`config.mk`:
```
export PLATFORM = sky130hd
export DESIGN_NAME = pmu_cfg
export DESIGN_NICKNAME = d
export VERILOG_FILES = /design/src/design/pmu_pkg.sv /design/src/design/pmu_cfg.sv
export SDC_FILE = /design/constraint.sdc
export NUM_CORES = 1
export LEC_CHECK = 0
export BUFFER_PORTS_ARGS = -buffer_cell sky130_fd_sc_hd__buf_4
export CORE_ASPECT_RATIO = 0.6
export CORE_UTILIZATION = 31
export DETAILED_ROUTE_END_ITERATION = 16
export REMOVE_ABC_BUFFERS = 1
export SYNTH_ARGS = -nofsm -noshare
export SYNTH_HDL_FRONTEND = slang
export SYNTH_SLANG_ARGS = --single-unit
```
`constraint.sdc`:
```
create_clock -name clk_i -period 6.4 [get_ports clk_i]
set_clock_uncertainty 0.2 [all_clocks]
set_input_delay 1.6 -clock clk_i [delete_from_list [all_inputs] [get_ports clk_i]]
set_output_delay 1.6 -clock clk_i [all_outputs]
set_load 0.05 [all_outputs]
```
`src/design/pmu_pkg.sv`:
```
// ----------------------------------------------------------------------------
// pmu_pkg
// Shared types, widths and helpers for the particle motion update pipeline.
// ----------------------------------------------------------------------------
`timescale 1ns / 1ps

package pmu_pkg;

  localparam int DataW  = 32;
  localparam int DtBits = 16;
  localparam int DragW  = 24;
  localparam int DampW  = DtBits + 1;
  localparam int DenW   = DataW + 1;
  localparam int AddrW  = 4;
  localparam int OneDt  = 1 << DtBits;

  typedef logic signed [DataW-1:0] fx_t;

  typedef enum logic [1:0] {
    CfgAttractX,
    CfgAttractY,
    CfgStrength,
    CfgSwirl
  } cfg_idx_e;

  typedef struct packed {
    fx_t attract_x;
    fx_t attract_y;
    fx_t attract_strength;
    fx_t attract_swirl;
  } cfg_t;

  // particle state carried down the pipe
  typedef struct packed {
    logic              alive;
    fx_t               pos_x;
    fx_t               pos_y;
    fx_t               vel_x;
    fx_t               vel_y;
    fx_t               life;
    logic [DtBits-1:0] dt;
    logic [DampW-1:0]  damp;
  } part_t;

  // attractor offset as sign and magnitude
  typedef struct packed {
    logic             sx;
    logic             sy;
    logic [DataW-1:0] adx;
    logic [DataW-1:0] ady;
  } ofs_t;

  function automatic fx_t sat32(input logic signed [63:0] v);
    fx_t r;
    if (v[63:DataW-1] == '0 || v[63:DataW-1] == '1) begin
      r = v[DataW-1:0];
    end else if (v[63]) begin
      r = {1'b1, {(DataW-1){1'b0}}};
    end else begin
      r = {1'b0, {(DataW-1){1'b1}}};
    end
    return r;
  endfunction

endpackage

```
`src/design/pmu_cfg.sv`:
```
// ----------------------------------------------------------------------------
// pmu_cfg
// APB register file for the attractor position, pull and swirl strengths.
// ----------------------------------------------------------------------------
`timescale 1ns / 1ps

module pmu_cfg (
  input  logic                       clk_i,
  input  logic                       rst_ni,
  input  logic                       psel,
  input  logic                       penable,
  input  logic                       pwrite,
  input  logic [pmu_pkg::AddrW-1:0]  paddr,
  input  logic [pmu_pkg::DataW-1:0]  pwdata,
  output logic [pmu_pkg::DataW-1:0]  prdata,
  output logic                       pready,
  output pmu_pkg::cfg_t              cfg_o
);
  import pmu_pkg::*;

  cfg_t     cfg_q;
  cfg_idx_e idx;
  logic     wr;

  assign idx = cfg_idx_e'(paddr[AddrW-1:2]);
  assign wr  = psel & penable & pwrite;

  always_ff @(posedge clk_i or negedge rst_ni) begin
    if (!rst_ni) begin
      cfg_q <= '0;
    end else if (wr) begin
      unique case (idx)
        CfgAttractX: cfg_q.attract_x        <= fx_t'(pwdata);
        CfgAttractY: cfg_q.attract_y        <= fx_t'(pwdata);
        CfgStrength: cfg_q.attract_strength <= fx_t'(pwdata);
        CfgSwirl:    cfg_q.attract_swirl    <= fx_t'(pwdata);
      endcase
    end
  end

  always_comb begin
    unique case (idx)
      CfgAttractX: prdata = cfg_q.attract_x;
      CfgAttractY: prdata = cfg_q.attract_y;
      CfgStrength: prdata = cfg_q.attract_strength;
      CfgSwirl:    prdata = cfg_q.attract_swirl;
    endcase
  end

  assign pready = 1'b1;
  assign cfg_o  = cfg_q;

endmodule

```
==> results.md <==
* Crit path DAT at 3030 ps
* Synth Instances at 319
* WP data required at 4600 ps
* Root buffer selected by CTS: clkbuf_16
* Average via count per standard cell at 4.80
* Via Count at 3659
* Cell row count at 37
* Placed cell count at 732
* Synth warn at 0
* Gpl congestion at 0.737
* Die extent in y at 107 um
* Vias in the first global route at 3900
* H-Tree Depth at 4
* CORE AREA at 17500 um2
* Worst-Margin Slew at 1160 ps
* CP startpoint kind: primary input
* F_max at 207 MHz
* Outcome: finished clean
* Pin count of the biggest net entering global routing at 57
* CTS tree: built
* Hold Violations, Final at 0
* First-pass GRT wire length at 23200 um
* Worst-skew pair later-pin latency at 390 ps
* Placed cell area at 7350 um2
* Postcts setup bufs at 0
* Chip width at 176 um
* DRC at 0
* Initial Util at 32.3%
* Worst min-delay path class: reg -> reg
* Core Util, Final at 45.4%
* Final wirelength at 14900 um
* Diode count at 0
* CTS resizes at 0
* Max FFs per register at 128
* Total gr overflow at 0
* Crit-path max FO at 35
* Deepest clock path buffer count at 2
* Setup TNS at 0 ps
* DRT iter0 DRCs at 120
* Power Density at 480 nW/um2
* First drt pass iteration count at 4
* WS Path Type: in -> out
* Io pins at 202
* DP HPWL at 10100 um
* Final Max Slew Viols at 0
* Num CTS Buffers at 17
* Post-DRT Antenna Nets at 0
* Initial antenna violation count at 0
* Synthesized area per cell at 17.7 um2
* Leakage power at 3.77 nW
* Max_slew headroom at 22.7%
* # nets final at 558
* Maxcap violations at 0
* CTS hold repair buffers at 0
* Synth-to-layout area growth at 40.3%
* Mapped Area at 5660 um2
* Total track usage at 16.5%
* Worst-path clk slew at 50 ps
* Layout cell share with drive strength beyond 1 at 73.3%
* Layout Cells excl Fill at 763
* Seq/Total Area, Yosys at 56.6%
* Finish-stage setup viols at 0
* Routed length per placed instance at 19.5 um
* RSZ-0062 raised after global routing: no
* Design Area, Final at 7940 um2
* IO Port Bufs at 198
* Clock sinks at 128
* DIE AREA at 18800 um2
* Netlist cell types at 17
* Worst vdd ir at 0.261 mV
* Final Cycle Share at 75.5%
* Worst Setup End Kind: output port
* Minimum clock period at 4830 ps
* Synth Register Bits at 128
==> worst max-delay path, cell delays in order <==
cell and delay (ps):
buf_4 590, mux4_2 600, buf_4 210
==> where the power goes <==
group / switching (mW) / internal (mW) / total [mW]
clock: 0.354 / 0.613 / 0.967
combinational: 1.11 / 0.568 / 1.68
sequential: 0.167 / 1.00 / 1.17
total: 1.63 / 2.18 / 3.81
==> cells in the mapped netlist (all sizes together) <==
cell    instances  area [um2]
mux2          128        1550
nor3            1        10.0
or3             1        6.26
clkbuf          4        15.0
nor2            1        3.75
nand4           1        6.26
dfrtp         128        3200
buf            19         121
mux4           32         721
nand3           1        5.00
conb            1        3.75
inv             1        3.75
or2             1        6.26
==> stage by stage <==
| step | power, mW | worst slack, ps | hold slack (ps) |
|---|---|---|---|
| final | 3.81 | 1570 | 330 |
| after global routing | 3.97 | 1450 | 350 |
| after CTS | 3.85 | 1520 | 330 |
| after detailed placement | 2.87 | 1520 | 315 |
| after global placement | 2.84 | 1540 | 297 |
| after floorplan | 2.31 | 2370 | 641 |
==> layout by cell type (no fill, tap or decap), drive strengths merged <==
cell type,instances
buf,202
mux2,128
nand4,1
dfrtp,128
conb,1
clkbuf,19
nor3,1
bufinv,3
nand3,1
clkinvlp,5
clkinv,3
mux4,32
or3,1
or2,1
nor2,1
inv,2
==> layout make-up <==
| type | count | area, um2 |
|---|---|---|
| tap | 234 | 293 |
| clock inverter | 12 | 163 |
| timing repair buffer | 202 | 1520 |
| inverter | 1 | 3.75 |
| sequential | 128 | 3200 |
| clock buffer | 19 | 433 |
| multi-input combinational | 167 | 2330 |
| fill | 1583 | 9560 |
==> cell families after synthesis <==
family | after synthesis | synth area share [%]
buffers and inverters | 24 | 2.48
and+or+nand+nor | 6 | 0.663
muxes | 160 | 40.2
other | 1 | 0.0663
DFF | 128 | 56.6
==> final timing paths <==
| path | depth (start not counted) | endpoint | start | slack [ps] |
|---|---|---|---|---|
| max | 3 | prdata[25] | paddr[2] | 1570 |
| min | 1 | cfg_o[37]$_DFFE_PN0P_ | cfg_o[37]$_DFFE_PN0P_ | 330 |
| max reg2reg | 1 | cfg_o[3]$_DFFE_PN0P_ | cfg_o[3]$_DFFE_PN0P_ | 5370 |
| min reg2reg | 1 | cfg_o[37]$_DFFE_PN0P_ | cfg_o[37]$_DFFE_PN0P_ | 330 |
| max in group asynchronous | 2 | cfg_o[67]$_DFFE_PN0P_ | rst_ni | 4060 |
| min in group asynchronous | 1 | cfg_o[92]$_DFFE_PN0P_ | rst_ni | 890 |
==> metal layers <==
metal  vias to the layer above  GRT usage (%)  routed length (um)
met1                      1915           21.7                6720
met4                         0           4.25                  65
met3                         7           7.16                1470
met5                         -              0                   0
li1                       1583              -                   -
met2                       154           24.7                6610
No activity file was read; power rests on OpenSTA's default activity.
