$ cat src/design/pmu_pkg.sv
// ----------------------------------------------------------------------------
// pmu_pkg
// Shared types, widths and helpers for the particle motion update pipeline.
// ----------------------------------------------------------------------------
`timescale 1ns / 1ps

package pmu_pkg;

  localparam int DataW  = 32;
  localparam int DtBits = 16;
  localparam int DragW  = 24;
  localparam int DampW  = DtBits + 1;
  localparam int DenW   = DataW + 1;
  localparam int AddrW  = 4;
  localparam int OneDt  = 1 << DtBits;

  typedef logic signed [DataW-1:0] fx_t;

  typedef enum logic [1:0] {
    CfgAttractX,
    CfgAttractY,
    CfgStrength,
    CfgSwirl
  } cfg_idx_e;

  typedef struct packed {
    fx_t attract_x;
    fx_t attract_y;
    fx_t attract_strength;
    fx_t attract_swirl;
  } cfg_t;

  // particle state carried down the pipe
  typedef struct packed {
    logic              alive;
    fx_t               pos_x;
    fx_t               pos_y;
    fx_t               vel_x;
    fx_t               vel_y;
    fx_t               life;
    logic [DtBits-1:0] dt;
    logic [DampW-1:0]  damp;
  } part_t;

  // attractor offset as sign and magnitude
  typedef struct packed {
    logic             sx;
    logic             sy;
    logic [DataW-1:0] adx;
    logic [DataW-1:0] ady;
  } ofs_t;

  function automatic fx_t sat32(input logic signed [63:0] v);
    fx_t r;
    if (v[63:DataW-1] == '0 || v[63:DataW-1] == '1) begin
      r = v[DataW-1:0];
    end else if (v[63]) begin
      r = {1'b1, {(DataW-1){1'b0}}};
    end else begin
      r = {1'b0, {(DataW-1){1'b1}}};
    end
    return r;
  endfunction

endpackage

$ cat src/design/pmu_div.sv
// ----------------------------------------------------------------------------
// pmu_div
// Dual pipelined restoring divider, one quotient bit per stage; the dividends
// are below the shared divisor, so the quotients are pure fractions.
// ----------------------------------------------------------------------------
`timescale 1ns / 1ps

module pmu_div #(
  parameter int QuotW = 16,
  parameter int SideW = 8
) (
  input  logic                      clk_i,
  input  logic                      rst_ni,
  input  logic                      en_i,
  input  logic                      vld_i,
  input  logic [pmu_pkg::DataW-1:0] num_x_i,
  input  logic [pmu_pkg::DataW-1:0] num_y_i,
  input  logic [pmu_pkg::DenW-1:0]  den_i,
  input  logic [SideW-1:0]          side_i,
  output logic                      vld_o,
  output logic [QuotW-1:0]          quot_x_o,
  output logic [QuotW-1:0]          quot_y_o,
  output logic [SideW-1:0]          side_o
);
  import pmu_pkg::*;

  localparam int RemW = DenW + 1;

  logic             vld_q  [QuotW];
  logic [RemW-1:0]  rx_q   [QuotW];
  logic [RemW-1:0]  ry_q   [QuotW];
  logic [QuotW-1:0] qx_q   [QuotW];
  logic [QuotW-1:0] qy_q   [QuotW];
  logic [DenW-1:0]  den_q  [QuotW];
  logic [SideW-1:0] side_q [QuotW];

  for (genvar k = 0; k < QuotW; k++) begin : g_stage
    logic             vld_s;
    logic [RemW-1:0]  rx_s;
    logic [RemW-1:0]  ry_s;
    logic [QuotW-1:0] qx_s;
    logic [QuotW-1:0] qy_s;
    logic [DenW-1:0]  den_s;
    logic [SideW-1:0] side_s;
    logic [RemW-1:0]  tx;
    logic [RemW-1:0]  ty;
    logic [RemW-1:0]  dd;

    if (k == 0) begin : g_first
      assign vld_s  = vld_i;
      assign rx_s   = RemW'(num_x_i);
      assign ry_s   = RemW'(num_y_i);
      assign qx_s   = '0;
      assign qy_s   = '0;
      assign den_s  = den_i;
      assign side_s = side_i;
    end else begin : g_next
      assign vld_s  = vld_q[k-1];
      assign rx_s   = rx_q[k-1];
      assign ry_s   = ry_q[k-1];
      assign qx_s   = qx_q[k-1];
      assign qy_s   = qy_q[k-1];
      assign den_s  = den_q[k-1];
      assign side_s = side_q[k-1];
    end

    assign tx = {rx_s[RemW-2:0], 1'b0};
    assign ty = {ry_s[RemW-2:0], 1'b0};
    assign dd = {1'b0, den_s};

    always_ff @(posedge clk_i or negedge rst_ni) begin
      if (!rst_ni) begin
        vld_q[k] <= 1'b0;
      end else if (en_i) begin
        vld_q[k] <= vld_s;
      end
    end

    always_ff @(posedge clk_i) begin
      if (en_i) begin
        den_q[k]  <= den_s;
        side_q[k] <= side_s;
        if (tx >= dd) begin
          rx_q[k] <= tx - dd;
          qx_q[k] <= {qx_s[QuotW-2:0], 1'b1};
        end else begin
          rx_q[k] <= tx;
          qx_q[k] <= {qx_s[QuotW-2:0], 1'b0};
        end
        if (ty >= dd) begin
          ry_q[k] <= ty - dd;
          qy_q[k] <= {qy_s[QuotW-2:0], 1'b1};
        end else begin
          ry_q[k] <= ty;
          qy_q[k] <= {qy_s[QuotW-2:0], 1'b0};
        end
      end
    end
  end

  assign vld_o    = vld_q[QuotW-1];
  assign quot_x_o = qx_q[QuotW-1];
  assign quot_y_o = qy_q[QuotW-1];
  assign side_o   = side_q[QuotW-1];

endmodule

$ cat config.mk
export PLATFORM = sky130hd
export DESIGN_NAME = pmu_div
export DESIGN_NICKNAME = d
export VERILOG_FILES = /design/src/design/pmu_pkg.sv /design/src/design/pmu_div.sv
export SDC_FILE = /design/constraint.sdc
export NUM_CORES = 2
export LEC_CHECK = 0
export CORE_ASPECT_RATIO = 2
export CORE_MARGIN = 8
export CORE_UTILIZATION = 44
export DETAILED_ROUTE_END_ITERATION = 6
export DONT_BUFFER_PORTS = 1
export PLACE_DENSITY = 0.66
export SYNTH_ARGS = -nofsm -noshare
export SYNTH_HDL_FRONTEND = slang
export SYNTH_SLANG_ARGS = --single-unit
$ cat constraint.sdc
create_clock -name clk_i -period 4.9 [get_ports clk_i]
set_clock_uncertainty 0.1 [all_clocks]
set_input_delay 0.98 -clock clk_i [delete_from_list [all_inputs] [get_ports clk_i]]
set_output_delay 0.98 -clock clk_i [all_outputs]
set_load 0.05 [all_outputs]
==> PnR_summary.wiki <==
{| class="wikitable"
! Metric !! Value
|-
| Run status || complete, but fails checks
|-
| Violations in the final reports || max-slew violations
|-
| Transition time at the pin with the least slew margin || around 1.5 ns
|-
| Finished Layout Cells || ~15k
|-
| Final core area utilization || between 40% and 50%
|-
| Number of antenna violations at the first check in global routing || 6
|-
| Post-synthesis instance area || 122400 sq um
|-
| Die span in x || about 390 microns
|-
| Max-capacitance violation count || 0
|-
| Fmax || about 0.22 GHz
|-
| Clock root buffer || clkbuf_16
|-
| Reg-to-Reg End || ry_q[1][10]
|-
| Port bufs || 0
|-
| Area taken by multi-input logic gates || 61280 sq um
|-
| Number of rows created at floorplan || approximately 270
|-
| Part of the Yosys area used for sequential elements || 46.55%
|-
| Primary FF master, synth || edfxtp_1
|-
| Clock tree from TritonCTS || done
|-
| Maximum fanout count along the critical path || 37
|-
| Shortest clock period the worst path allows after layout || ~4.6 ns
|-
| Inserted Clock Buffers || about 190
|-
| Kind of launch point of the worst setup path || flop
|-
| Most common library cell in the layout ignoring fill and taps || edfxtp_1
|-
| Number of remaining DRC errors || 0
|-
| Type of the most critical hold path || primary input to flop
|-
| Unique cell type count in the Yosys netlist || roughly 110
|-
| CTS-repair resized insts || 0
|-
| Worst hold path depth || 0
|-
| Pwr Total || 87.79 mW
|-
| Worst R2R Setup Slack || roughly 0.33 ns
|-
| Reg2reg path depth || 15
|-
| Synth Net Count || about 13k
|-
| Initial cell density of the core || about 44%
|-
| Post-synth EDFFs || ~1.9k
|-
| Power per unit of standard cell area || ~660 nW/um^2
|-
| Global-route total usage across every layer || between 20 and 25%
|-
| Clock slew at the register clock pins of the worst setup and hold paths || 0.06 ns
|-
| Detailed-placement wirelength estimate || 274100 microns
|-
| Required time at the worst-slack endpoint || about 5.4 ns
|-
| Count of routing violations after the opening detailed-route iteration || 7683
|-
| Routed vias/inst || about 5.8
|-
| Via count of the first global-routing pass || between 80k and 90k
|-
| Capture endpoint of the worst hold path || side_q[0][3]
|-
| Flip-flop and latch count after synthesis || 1901
|-
| Clock network latency to the later pin of the worst-skew pair || between 0.8 and 0.9 ns
|-
| CP endpoint kind || flop
|-
| Wire length reported by the detailed router || between 300000 and 400000 microns
|-
| Relative slew slack || -0.3139%
|-
| Synth Instances || ~12k
|-
| Setup-failing EPs final || 0
|-
| 1st-pass router iterations || 6
|-
| Origin of the critical flop-to-flop path || den_q[0][231]
|-
| Fraction of layout instances using a drive strength above 1 || 8.063%
|-
| Post-CTS setup-driven buffer insertion count || 0
|-
| Post-DR wirelength/cell || approximately 23 microns
|-
| Number of ports placed on the die boundary || 150
|-
| Crit. Startpoint || den_q[0][231]
|-
| Layout-stage area growth over the synthesis result || 9.427%
|-
| Number of H-tree levels || 4
|-
| Fill cell instance count of the final layout || ~25k
|-
| Global-route wire length before repair || about 520000 microns
|-
| Residual antenna-violating net count after detailed routing || 0
|-
| Mean Syn Cell Area || 10.50 sq um
|-
| Area of the die || around 300000 sq um
|-
| Sink Count || between 1.5k and 2k
|-
| Count of vias placed by the detailed router || approximately 90k
|-
| Number of pins exceeding their max-slew limit in the final report || 18
|-
| Peak supply drop || 0.3400 mV
|-
| Worst setup path category || flop to flop
|-
| Maximum number of buffers from clock root to sink || 4
|-
| Maximum number of pins on one net before global-route repair || 315
|-
| Cell leakage power || ~54 nW
|-
| Count of placed standard cells including taps || roughly 15k
|-
| Total overflow reported by the global router || 0
|-
| Count of final hold-check violations || 0
|-
| Seq. cell area || about 57000 sq um
|-
| Hold_sp || side_i[3]
|-
| Share of the clock period used by the worst path || between 90% and 100%
|-
| RSZ-0062 raised after global routing || false
|-
| Share of flip-flops with an asynchronous set or reset || less than 1%
|-
| Leading cell types in the layout, fill and taps excluded || edfxtp_1, ha_1, a21oi_1
|-
| Placeable core region || between 200000 and 300000 sq um
|-
| Routability congestion estimate || between 0.9 and 1
|-
| Yosys warns || 0
|-
| Number of nets in the finished design || around 13k
|-
| Critical Path AT || about 5 ns
|-
| Die height || around 760 microns
|}
-- synthesized netlist by cell type (33+ instances only) --
cell      instances  area (sq um)
o21a_1          149          1119
inv_1           740          2778
a211oi_1         79         593.1
or3_1            48         300.3
nand2b_1        170          1064
o21ai_0         839          4199
buf_2            73         365.4
o21bai_1        114         855.8
o31ai_1          76         570.6
xor2_1          345          3022
a21o_1          533          4001
a21oi_1        1039          5200
nor2b_1         170          1064
nor3_1          148         740.7
ha_1           1054         13190
nand4_1         164          1026
mux2i_1          78         780.8
and3_1           84         525.5
o31a_1           56         490.5
o211ai_1         74         555.5
and2_1           75         469.2
nor2_1          782          2935
nand2_1         877          3292
nor4_1           33         206.5
edfxtp_1       1881         56480
xnor2_1         475          4160
or2_2            36         225.2
a31oi_1         102         638.1
nand3_1         201          1006
clkbuf_1        267          1002
mux2_2          335          3772
-- power by group --
group          switching (mW)  internal (mW)  leakage, nW  total, mW
clock network            6.57           8.56         3.05       15.1
logic                    24.8           18.7         32.4       43.5
registers                4.31           24.9         18.6       29.2
-- layer usage --
metal	up-vias	global-route usage [%]	part of all wire (%)
li1	43300	-	-
met3	496	3.716	6.8
met2	2854	36.83	46
met4	0	7.167	3.5
met5	-	0	0
met1	43070	30.82	44
-- sequential cells by signal, summed over array words and instances (netlist names) --
register	count
den_q	495
g_stage.vld_s	15
qx_q	136
qy_q	136
rx_q	495
ry_q	495
side_q	128
vld_o	1
-- timing repair --
| action | CTS | global route |
|---|---|---|
| hold endpoints to repair | 16 | 0 |
| setup endpoints to repair | 0 | 89 |
| hold buffers | 1 | 0 |
-- critical path, stage by stage (launching register included) --
cell,delay (ns)
edfxtp_1,0.50
inv_1,0.18
fa_1,0.47
a211oi_1,0.41
nor4_1,0.12
nor2_1,0.24
a21oi_1,0.23
a221oi_1,0.43
buf_4,0.21
o21ai_0,0.21
a311oi_1,0.36
buf_4,0.19
o21ai_4,0.09
buf_12,0.21
mux2i_1,0.25
nor2_1,0.07
-- how the worst max path moves through the flow --
stage / endpoint / slack (ns) / cells past startpoint
floorplan: ry_q[0][27] / 0.90 / 13
global placement: rx_q[0][112] / -0.35 / 10
detailed placement: rx_q[0][114] / -0.43 / 10
CTS: ry_q[0][264] / 0.38 / 11
global route: ry_q[1][10] / 0.07 / 15
finish: ry_q[1][10] / 0.33 / 15
-- cell families (layout without fill, tap and decap cells) --
kind of cell / after synthesis / count (layout) / share of synthesized area, %
AO/OA/AOI/OAI: 3437 / 3437 / 17.73
XOR/XNOR: 820 / 820 / 5.868
adder cells (fa/ha/maj): 1084 / 1084 / 11.27
buffers and inverters: 1108 / 1284 / 3.559
flip-flops: 1901 / 1901 / 46.55
multiplexers: 431 / 431 / 3.923
other: 0 / 4 / 0
AND/OR/NAND/NOR: 2875 / 2875 / 11.11
-- through the flow --
stage               area (sq um)  TNS, ns  setup WS (ns)  hold WS [ns]
finish                    133900        0         0.3285        0.1164
global route              133900        0        0.07382       0.05949
CTS                       133800        0         0.3829       0.03776
detailed placement        127500  -163.64        -0.4284        0.3045
global placement          127500  -103.01        -0.3473        0.3005
floorplan                 122400        0         0.8982        0.3003
-- final cells by class --
class	instances	share of cell area [%]
Antenna cell	4	0.007474
Clock buffer	225	3.702
Clock inverter	114	0.9773
Inverter	741	2.078
Multi-Input combinational cell	8647	45.76
Sequential cell	1901	42.54
Tap cell	3588	3.352
Timing Repair Buffer	204	1.585
No activity file was read; power rests on OpenSTA's default activity.
